[src/rtl/core/b64d_pkg.sv]
// Shared types and constants of the base64 text decoder.
// Used by the front end, the job queue, the back end and the top level.
`default_nettype none

package b64d_pkg;

    // Characters that steer the decoder.
    localparam logic [7:0] CHAR_NUL   = 8'd0;
    localparam logic [7:0] CHAR_TAB   = 8'd9;
    localparam logic [7:0] CHAR_LF    = 8'd10;
    localparam logic [7:0] CHAR_CR    = 8'd13;
    localparam logic [7:0] CHAR_SPACE = 8'd32;
    localparam logic [7:0] CHAR_PLUS  = 8'd43;
    localparam logic [7:0] CHAR_SLASH = 8'd47;
    localparam logic [7:0] CHAR_PAD   = 8'd61;

    localparam int REPORT_BITS = 16;
    localparam int CAP_BITS    = 16;

    // Depth of the job queue between the front and the back end.
    localparam int Q_DEPTH     = 4;
    localparam int Q_PTR_BITS  = $clog2(Q_DEPTH);
    localparam int Q_CNT_BITS  = $clog2(Q_DEPTH + 1);

    typedef enum logic [1:0] {
        ST_OK          = 2'd0,
        ST_EXPECTED    = 2'd1,
        ST_BAD_PADDING = 2'd2,
        ST_NO_SPACE    = 2'd3
    } t_status;

    typedef enum logic {
        KIND_DATA   = 1'b0,
        KIND_STATUS = 1'b1
    } t_kind;

    // One unit of work for the back end: a decoded group of one to three
    // bytes, or the final status of a text.
    typedef struct packed {
        t_kind                  kind;
        logic [1:0]             nbytes;
        logic [2:0][7:0]        data;
        t_status                status;
        logic [REPORT_BITS-1:0] chars;
        logic [REPORT_BITS-1:0] bytes;
    } t_job;

    // Queue state as seen by its two users.
    typedef struct packed {
        logic full;
        logic empty;
    } t_q_flags;

endpackage

`default_nettype wire

[src/rtl/core/b64d_front.sv]
// Front end of the base64 text decoder: classifies each character, keeps
// the group and count state and issues jobs. Depends on b64d_pkg.
`default_nettype none

module b64d_front #(
    parameter int COUNT_BITS = 16
) (
    input  wire logic                          i_clk,
    input  wire logic                          i_rst_n,
    input  wire logic                          i_accept,
    input  wire logic [7:0]                    i_character,
    input  wire logic                          i_cfg_we,
    input  wire logic [b64d_pkg::CAP_BITS-1:0] i_cfg_wdata,
    output b64d_pkg::t_job                     o_job,
    output logic                               o_job_valid
);
    import b64d_pkg::*;

    localparam int CMP_BITS = COUNT_BITS + CAP_BITS + 1;

    logic [CAP_BITS-1:0]   r_capacity;
    logic [2:0][5:0]       r_sextet;
    logic [2:0]            r_is_pad;
    logic [1:0]            r_fill,     n_fill;
    logic [COUNT_BITS-1:0] r_position, n_position;
    logic [COUNT_BITS-1:0] r_total,    n_total;
    logic                  r_error,    n_error;
    logic                  n_store;

    logic [6:0]            decoded;
    logic                  is_pad;
    logic                  is_space;
    logic [COUNT_BITS-1:0] pos_inc;
    logic [1:0]            nbytes;
    logic [5:0]            s2;
    logic [5:0]            s3;
    logic                  pad_bad;
    logic                  no_space;

    // Bit 6 set means the character is not in the alphabet.
    function automatic logic [6:0] sextet(input logic [7:0] c);
        logic [6:0] v;
        priority if (c >= 8'd65 && c <= 8'd90) begin
            v = 7'(c - 8'd65);
        end else if (c >= 8'd97 && c <= 8'd122) begin
            v = 7'(c - 8'd71);
        end else if (c >= 8'd48 && c <= 8'd57) begin
            v = 7'(c + 8'd4);
        end else if (c == CHAR_PLUS) begin
            v = 7'd62;
        end else if (c == CHAR_SLASH) begin
            v = 7'd63;
        end else begin
            v = 7'h40;
        end
        return v;
    endfunction

    function automatic logic [COUNT_BITS-1:0] sat_inc(input logic [COUNT_BITS-1:0] v,
                                                      input logic [1:0] n);
        logic [COUNT_BITS:0] s;
        s = {1'b0, v} + (COUNT_BITS+1)'(n);
        return s[COUNT_BITS] ? {COUNT_BITS{1'b1}} : s[COUNT_BITS-1:0];
    endfunction

    function automatic logic [REPORT_BITS-1:0] report(input logic [COUNT_BITS-1:0] v);
        logic [COUNT_BITS+REPORT_BITS-1:0] w;
        w = (COUNT_BITS+REPORT_BITS)'(v);
        return (w > (COUNT_BITS+REPORT_BITS)'({REPORT_BITS{1'b1}})) ?
               {REPORT_BITS{1'b1}} : w[REPORT_BITS-1:0];
    endfunction

    assign decoded  = sextet(i_character);
    assign is_pad   = (i_character == CHAR_PAD);
    assign is_space = (i_character == CHAR_SPACE) || (i_character == CHAR_TAB) ||
                      (i_character == CHAR_CR) || (i_character == CHAR_LF);
    assign pos_inc  = sat_inc(r_position, 2'd1);

    // Checks done when the fourth character of a group arrives.
    assign pad_bad  = r_is_pad[0] || r_is_pad[1] || (r_is_pad[2] && !is_pad);
    assign nbytes   = 2'd1 + {1'b0, !r_is_pad[2]} + {1'b0, !is_pad};
    assign no_space = (CMP_BITS'(r_total) + CMP_BITS'(nbytes)) > CMP_BITS'(r_capacity);
    assign s2       = r_is_pad[2] ? 6'd0 : r_sextet[2];
    assign s3       = is_pad ? 6'd0 : decoded[5:0];

    always_comb begin
        n_fill      = r_fill;
        n_position  = r_position;
        n_total     = r_total;
        n_error     = r_error;
        n_store     = 1'b0;
        o_job_valid = 1'b0;
        o_job.kind    = KIND_STATUS;
        o_job.nbytes  = nbytes;
        o_job.data[0] = {r_sextet[0], r_sextet[1][5:4]};
        o_job.data[1] = {r_sextet[1][3:0], s2[5:2]};
        o_job.data[2] = {s2[1:0], s3};
        o_job.status  = ST_OK;
        o_job.chars   = report(r_position);
        o_job.bytes   = report(r_total);
        if (i_accept) begin
            priority if (r_error) begin
                if (i_character == CHAR_NUL) begin
                    n_fill     = 2'd0;
                    n_position = '0;
                    n_total    = '0;
                    n_error    = 1'b0;
                end
            end else if (i_character == CHAR_NUL) begin
                o_job_valid  = 1'b1;
                o_job.status = (r_fill != 2'd0) ? ST_EXPECTED : ST_OK;
                n_fill       = 2'd0;
                n_position   = '0;
                n_total      = '0;
            end else if (is_space) begin
                n_position = pos_inc;
            end else if (decoded[6] && !is_pad) begin
                o_job_valid  = 1'b1;
                o_job.status = ST_EXPECTED;
                n_error      = 1'b1;
            end else if (r_fill != 2'd3) begin
                n_position = pos_inc;
                n_store    = 1'b1;
                n_fill     = r_fill + 2'd1;
            end else begin
                n_position = pos_inc;
                n_fill     = 2'd0;
                o_job_valid = 1'b1;
                o_job.chars = report(pos_inc);
                priority if (pad_bad) begin
                    o_job.status = ST_BAD_PADDING;
                    n_error      = 1'b1;
                end else if (no_space) begin
                    o_job.status = ST_NO_SPACE;
                    n_error      = 1'b1;
                end else begin
                    o_job.kind = KIND_DATA;
                    n_total    = sat_inc(r_total, nbytes);
                end
            end
        end
    end

    always_ff @(posedge i_clk) begin
        if (!i_rst_n) begin
            r_capacity <= {CAP_BITS{1'b1}};
            r_fill     <= 2'd0;
            r_position <= '0;
            r_total    <= '0;
            r_error    <= 1'b0;
        end else begin
            if (i_cfg_we) begin
                r_capacity <= i_cfg_wdata;
            end
            r_fill     <= n_fill;
            r_position <= n_position;
            r_total    <= n_total;
            r_error    <= n_error;
        end
    end

    // Group slots hold the sextet and a padding flag; they need no reset.
    always_ff @(posedge i_clk) begin
        if (n_store) begin
            r_sextet[r_fill] <= is_pad ? 6'd0 : decoded[5:0];
            r_is_pad[r_fill] <= is_pad;
        end
    end

endmodule

`default_nettype wire

[src/rtl/core/b64d_queue.sv]
// Short job queue that decouples the decoder front end from the back end.
// Depends on b64d_pkg for the job type and depth.
`default_nettype none

module b64d_queue (
    input  wire logic      i_clk,
    input  wire logic      i_rst_n,
    input  wire logic      i_push,
    input  b64d_pkg::t_job i_job,
    input  wire logic      i_pop,
    output b64d_pkg::t_job o_head,
    output b64d_pkg::t_q_flags o_flags
);
    import b64d_pkg::*;

    t_job                  r_slot [Q_DEPTH];
    logic [Q_PTR_BITS-1:0] r_wr_ptr;
    logic [Q_PTR_BITS-1:0] r_rd_ptr;
    logic [Q_CNT_BITS-1:0] r_count;
    logic                  do_push;
    logic                  do_pop;

    assign o_flags.full  = (r_count == Q_CNT_BITS'(Q_DEPTH));
    assign o_flags.empty = (r_count == '0);
    assign do_push       = i_push && !o_flags.full;
    assign do_pop        = i_pop && !o_flags.empty;
    assign o_head        = r_slot[r_rd_ptr];

    always_ff @(posedge i_clk) begin
        if (!i_rst_n) begin
            r_wr_ptr <= '0;
            r_rd_ptr <= '0;
            r_count  <= '0;
        end else begin
            if (do_push) begin
                r_wr_ptr <= Q_PTR_BITS'((32'(r_wr_ptr) + 1) % Q_DEPTH);
            end
            if (do_pop) begin
                r_rd_ptr <= Q_PTR_BITS'((32'(r_rd_ptr) + 1) % Q_DEPTH);
            end
            unique case ({do_push, do_pop})
                2'b10:   r_count <= r_count + 1'b1;
                2'b01:   r_count <= r_count - 1'b1;
                default: r_count <= r_count;
            endcase
        end
    end

    always_ff @(posedge i_clk) begin
        if (do_push) begin
            r_slot[r_wr_ptr] <= i_job;
        end
    end

endmodule

`default_nettype wire

[src/rtl/core/b64d_back.sv]
// Back end of the base64 text decoder: turns the job at the queue head into
// one to three data results or one status result. Depends on b64d_pkg.
`default_nettype none

module b64d_back (
    input  wire logic                             i_clk,
    input  wire logic                             i_rst_n,
    input  b64d_pkg::t_job                        i_head,
    input  b64d_pkg::t_q_flags                    i_flags,
    input  wire logic                             i_pop,
    output logic                                  o_q_pop,
    output logic                                  o_empty,
    output logic                                  o_kind,
    output logic [7:0]                            o_data_byte,
    output logic [1:0]                            o_status,
    output logic [b64d_pkg::REPORT_BITS-1:0]      o_chars_consumed,
    output logic [b64d_pkg::REPORT_BITS-1:0]      o_bytes_written,
    output logic                                  o_last
);
    import b64d_pkg::*;

    // Index of the byte of the head job that is on the result ports.
    logic [1:0] r_idx, n_idx;
    logic       is_status;
    logic       take;
    logic       job_done;

    assign is_status = (i_head.kind == KIND_STATUS);
    assign o_empty   = i_flags.empty;
    assign take      = i_pop && !i_flags.empty;
    assign job_done  = is_status || (r_idx == i_head.nbytes - 2'd1);
    assign o_q_pop   = take && job_done;

    always_comb begin
        n_idx = r_idx;
        if (take) begin
            n_idx = job_done ? 2'd0 : r_idx + 2'd1;
        end
    end

    always_comb begin
        o_kind           = is_status;
        o_last           = is_status;
        o_data_byte      = '0;
        o_status         = ST_OK;
        o_chars_consumed = '0;
        o_bytes_written  = '0;
        if (is_status) begin
            o_status         = i_head.status;
            o_chars_consumed = i_head.chars;
            o_bytes_written  = i_head.bytes;
        end else begin
            o_data_byte = i_head.data[r_idx];
        end
    end

    always_ff @(posedge i_clk) begin
        if (!i_rst_n) begin
            r_idx <= 2'd0;
        end else begin
            r_idx <= n_idx;
        end
    end

endmodule

`default_nettype wire

[src/rtl/core/base64_text_decoder_top.sv]
// Top level of the base64 text decoder: front end, job queue and back end.
// Depends on b64d_pkg, b64d_front, b64d_queue and b64d_back.
//
// Usage:
//   Input channel: one text character per transaction on i_character,
//   accepted at a clock edge with push high and full low. A character of
//   zero ends the text; space, tab, CR and LF are skipped but counted.
//   Result channel: while empty is low the oldest result is on the o_ ports
//   and is taken at a clock edge with pop high. Each text ends with one
//   status result (o_kind and o_last high) at the terminator or at the
//   first error; after an error characters are dropped up to the terminator.
//   Configuration: i_cfg_we writes i_cfg_wdata into the output capacity.
//   Throughput: one character per cycle in while full is low, one result
//   per cycle out while empty is low; a four-entry job queue between the
//   classifier and the result sequencer sets how much output burst can be
//   absorbed. Reset clears the text state and the queue and sets the
//   capacity to 65535. When the receiver stalls, jobs pile up in the queue
//   and full rises once it holds four jobs; no character is lost or
//   repeated.
`default_nettype none

module base64_text_decoder_top #(
    parameter int COUNT_BITS = 16
) (
    input  wire logic                             i_clk,
    input  wire logic                             i_rst_n,
    input  wire logic                             push,
    output logic                                  full,
    input  wire logic [7:0]                       i_character,
    input  wire logic                             i_cfg_we,
    input  wire logic [b64d_pkg::CAP_BITS-1:0]    i_cfg_wdata,
    output logic                                  empty,
    input  wire logic                             pop,
    output logic                                  o_kind,
    output logic [7:0]                            o_data_byte,
    output logic [1:0]                            o_status,
    output logic [b64d_pkg::REPORT_BITS-1:0]      o_chars_consumed,
    output logic [b64d_pkg::REPORT_BITS-1:0]      o_bytes_written,
    output logic                                  o_last
);
    import b64d_pkg::*;

    t_job     job;
    logic     job_valid;
    t_job     head;
    t_q_flags flags;
    logic     q_pop;
    logic     accept;

    assign full   = flags.full;
    assign accept = push && !flags.full;

    b64d_front #(
        .COUNT_BITS(COUNT_BITS)
    ) u_front (
        .i_clk       (i_clk),
        .i_rst_n     (i_rst_n),
        .i_accept    (accept),
        .i_character (i_character),
        .i_cfg_we    (i_cfg_we),
        .i_cfg_wdata (i_cfg_wdata),
        .o_job       (job),
        .o_job_valid (job_valid)
    );

    b64d_queue u_queue (
        .i_clk   (i_clk),
        .i_rst_n (i_rst_n),
        .i_push  (job_valid),
        .i_job   (job),
        .i_pop   (q_pop),
        .o_head  (head),
        .o_flags (flags)
    );

    b64d_back u_back (
        .i_clk            (i_clk),
        .i_rst_n          (i_rst_n),
        .i_head           (head),
        .i_flags          (flags),
        .i_pop            (pop),
        .o_q_pop          (q_pop),
        .o_empty          (empty),
        .o_kind           (o_kind),
        .o_data_byte      (o_data_byte),
        .o_status         (o_status),
        .o_chars_consumed (o_chars_consumed),
        .o_bytes_written  (o_bytes_written),
        .o_last           (o_last)
    );

    // The front end only issues a job when the queue has room for it.
    a_no_push_when_full: assert property (@(posedge i_clk) disable iff (!i_rst_n)
        !(job_valid && flags.full))
        else $error("job issued while the queue was full");

    // A job leaves the queue only with a result transaction.
    a_qpop_needs_result: assert property (@(posedge i_clk) disable iff (!i_rst_n)
        q_pop |-> (pop && !empty))
        else $error("queue popped without a result transaction");

    // A status result is always the last one taken from its job.
    a_status_pops_job: assert property (@(posedge i_clk) disable iff (!i_rst_n)
        (pop && !empty && o_kind) |-> q_pop)
        else $error("status result did not retire its job");

    // The queue comes out of reset empty and ready.
    a_reset_empty: assert property (@(posedge i_clk)
        !i_rst_n |=> (empty && !full))
        else $error("queue not empty after reset");

endmodule

`default_nettype wire
[config.mk]
export PLATFORM = sky130hd
export DESIGN_NAME = base64_text_decoder_top
export DESIGN_NICKNAME = d
export VERILOG_FILES = /design/src/rtl/core/b64d_pkg.sv /design/src/rtl/core/b64d_front.sv /design/src/rtl/core/b64d_queue.sv /design/src/rtl/core/b64d_back.sv /design/src/rtl/core/base64_text_decoder_top.sv
export SDC_FILE = /design/constraint.sdc
export NUM_CORES = 1
export LEC_CHECK = 0
export BUFFER_PORTS_ARGS = -buffer_cell sky130_fd_sc_hd__buf_2
export CELL_PAD_IN_SITES_DETAIL_PLACEMENT = 1
export CELL_PAD_IN_SITES_GLOBAL_PLACEMENT = 1
export CORE_ASPECT_RATIO = 0.9
export CORE_MARGIN = 1.5
export CORE_UTILIZATION = 31
export CTS_BUF_LIST = sky130_fd_sc_hd__clkbuf_4
export DETAILED_ROUTE_END_ITERATION = 8
export PLACE_DENSITY = 0.62
export SETUP_SLACK_MARGIN = 0.2
export SLEW_MARGIN = 20
export SYNTH_ARGS = -nofsm -noshare
export SYNTH_HDL_FRONTEND = slang
export SYNTH_SLANG_ARGS = --single-unit
[constraint.sdc]
create_clock -name i_clk -period 9.95 [get_ports i_clk]
set_clock_uncertainty 0.1 [all_clocks]
set_input_delay 0 -clock i_clk [delete_from_list [all_inputs] [get_ports i_clk]]
set_output_delay 0 -clock i_clk [all_outputs]
set_load 0.005 [all_outputs]
==> impl_results.md <==
* Met3 wire len at 1.47 mm
* Vias in the first global route at around 10,000
* Worst reg2reg path endpoint: u_front.r_total[11]$_SDFFE_PN0P_
* Root buf cell: clkbuf_4
* Drc violations at 0
* Synthesis Warnings at 0
* Type of origin of the critical path: input pin
* Leak at 6.11 nW
* Hold endpoint: u_front.r_sextet[14]$_DFFE_PP_
* Post-CTS Setup Inserts at 0
* Post-Route WL at 35.8 mm
* Max Slew Vio Count at 0
* HPWL after DPL at 22.3 mm
* Ratio of cells with drive above 1 in the final layout at 0.247
* # rows at 75
* Ys flop type: edfxtp_1
* Final Hold Violating Endpoints at 0
* Most frequent cells in the layout: edfxtp_1 (265), clkbuf_4 (129), dlygate4sd3_1 (79)
* Least-Margin Pin Slew at ~1.0 ns
* H-tree depth at 3
* Final Cycle Share at 0.638
* I/O Pins at 75
* Max Clk Rate at between 0.15 and 0.2 GHz
* Post-Place Worst Slack at 3.91 ns
* Syn-to-layout area delta at 19.7%
* Total number of vias at around 9,400
* TNS Setup at 0 ns
* Slack of the critical path at around 3.6 ns
* Post-synthesis sequential element count at 327
* Post-route ant nets at 0
* Deepest clock path buffer count at 3
* Number of port buffers at 74
* Worst path required time at roughly 10 ns
* Cts bufs inserted at 87
* Register-to-register setup slack at 4.43 ns
* Initial Util at 0.314
* First-pass GRT wire length at 57.3 mm
* DRT iter0 DRCs at 533
* Worst Hold Class: in -> reg
* Pwr Density at 190 nW/um^2
* DR WL met2 at 16.8 mm
* Hold Crit Depth at 4
* Initial antenna violation count at 2
* Netlist cell types at 68
* CTS resizes at 0
* CTS Sinks at 327
* RSZ-0062 raised after global routing: false
* Clock Latency Late Sink at 0.73 ns
* Finished Cell Area at 17,500 sq um
* GRT Total Usage at 0.153
* Crit path kind: in -> reg
* Minimum clock period at 6.35 ns
* Die Span Y at 209 microns
* CP max FO at 14
* Detailed Routing Iterations Pass 1 at 4
* Max Cap Violations at 0
* Mapped Nets at around 1,100
* Layout Nets at between 1,000 and 1,500
* Vias per cell at 4.88
* Finish-stage setup viols at 0
* Max IR drop VDD at 0.0790 mV
* Worst-path clk slew at 0.06 ns
* Routability cong. at between 0.7 and 0.8
* Max transition margin at 0.317
* Worst EP arrival at 6.87 ns
* Status: finished, final reports clean
* Avg Cell Area, Syn at around 14 sq um
* Reg2Reg Depth at 18
* Commonest non-fill, non-tap cell in the layout: edfxtp_1
* Synthesized instance count at 1,036
* Max Used Layer: met4
* Post-Syn Area at 14,600 sq um
* Core Region at 46,600 sq um
* Worst Min Path Start: i_character[2]
* Async S/R FF share, synth at 0
* EDFF count, synth at ~270
* # hold bufs at CTS at 79
* Drt wl/cell at 18.6 microns
* Met1 wire length at 16.9 mm
* Cell Area, Placed at 15,600 sq um
* Remaining Overflow, GRT at 0
* Crit end category: flop
* Die Wd at 232 microns
* CTS tree: yes
* Critical R2R Launch: u_front.r_is_pad[2]$_DFFE_PP_
* Pin count of the biggest net entering global routing at 62
* Die area at 48,500 sq um
* Sequential fraction of the synthesis area at 0.628
-- layer usage --
metal,vias up,track usage
met3,58,0.0307
met5,-,0
li1,4366,-
met4,0,0.0484
met1,4749,0.208
met2,195,0.246
-- cells in the mapped netlist, drive strengths merged, types with 5 or more instances --
master	n	area share
edfxtp	265	0.54
nand2	71	0.018
nor2	69	0.018
dfxtp	62	0.085
mux4	61	0.094
a21oi	59	0.023
and2	51	0.022
inv	44	0.011
ha	39	0.033
o21ai	35	0.012
o211ai	28	0.014
buf	27	0.010
clkbuf	25	0.0064
mux2i	19	0.013
nand3	17	0.0062
xnor2	17	0.010
a31oi	15	0.0064
nor2b	13	0.0056
or3	12	0.0055
o31ai	10	0.0061
nand2b	9	0.0038
nor3	9	0.0038
xor2	8	0.0048
nand4	7	0.0030
and3	6	0.0026
or2	6	0.0026
a21boi	5	0.0028
-- where the power goes --
group	total, mW	internal, mW	switching (mW)	leakage, nW
registers	1.61	1.56	0.0481	2.95
clock network	1.16	0.620	0.543	0.657
logic	0.550	0.261	0.288	2.50
total	3.32	2.44	0.880	6.11
-- kinds of logic after synthesis --
group           Yosys count  synth area share
buf+inv                  96            0.0279
simple gates            284             0.101
mux                      83             0.109
xor+xnor                 25            0.0150
compound gates          180            0.0829
flops                   327             0.628
fa+ha+maj                41            0.0361
-- sequential cells by signal, indices dropped and copies added (netlist names), 2 cells and up, named ones only --
signal,count
u_queue.r_slot,244
u_front.r_capacity,16
u_front.r_position,16
u_front.r_total,16
u_front.o_job,12
u_front.r_sextet,6
u_front.r_is_pad,3
u_queue.r_count,3
u_back.r_idx,2
u_front.r_fill,2
u_queue.r_rd_ptr,2
u_queue.r_wr_ptr,2
-- per-stage QoR --
| stage | power [mW] | std cells | hold WS [ns] | util |
|---|---|---|---|---|
| floorplan | 1.97 | 1036 | 0.0262 | - |
| global placement | 2.17 | 1682 | 0.121 | 0.335 |
| detailed placement | 2.18 | 1682 | 0.129 | 0.335 |
| CTS | 3.39 | 1916 | 0.0685 | 0.375 |
| global route | 3.50 | 1918 | 0.136 | 0.376 |
| finish | 3.32 | 1921 | 0.128 | 0.376 |
-- worst max-delay path, cell delays in order --
cell,delay [ns]
dlygate4sd3_1,0.52
buf_2,0.18
ha_1,0.27
nand2_1,0.08
dlygate4sd3_1,0.56
nor2_1,0.49
ha_1,0.35
inv_1,0.12
ha_1,0.19
inv_1,0.06
fa_1,0.46
nand4b_1,0.32
or2_2,0.42
nor2_1,0.18
nand3_1,0.16
xnor2_1,0.18
ha_1,0.31
nand2_1,0.08
nor4_1,0.38
nand4_1,0.17
o31a_1,0.21
nor4_4,0.51
nor2_2,0.26
o41ai_1,0.38
-- cell type report --
cell class              count  area (sq um)
well taps                 616           771
multi-input cells         613          5040
flip-flops and latches    327          9200
clock buffers             129           968
repair buffers            161          1220
inverters                  44           165
diodes                      5          12.5
fillers                  4886         29100
clock inverters            26           143
-- worst max path at each step --
stage,from,end,slack (ns),cells past startpoint
floorplan,i_character[1],u_front.r_total[11]$_SDFFE_PN0P_,5.03,24
global placement,i_character[1],u_front.r_total[0]$_SDFFE_PN0P_,4.22,23
detailed placement,i_character[1],u_front.r_total[2]$_SDFFE_PN0P_,3.91,23
CTS,i_character[0],u_front.r_total[10]$_SDFFE_PN0P_,3.70,24
global route,i_character[0],u_front.r_total[11]$_SDFFE_PN0P_,3.10,24
finish,i_character[0],u_front.r_total[11]$_SDFFE_PN0P_,3.60,24
Note: power is estimated with default switching activity, not from simulation.
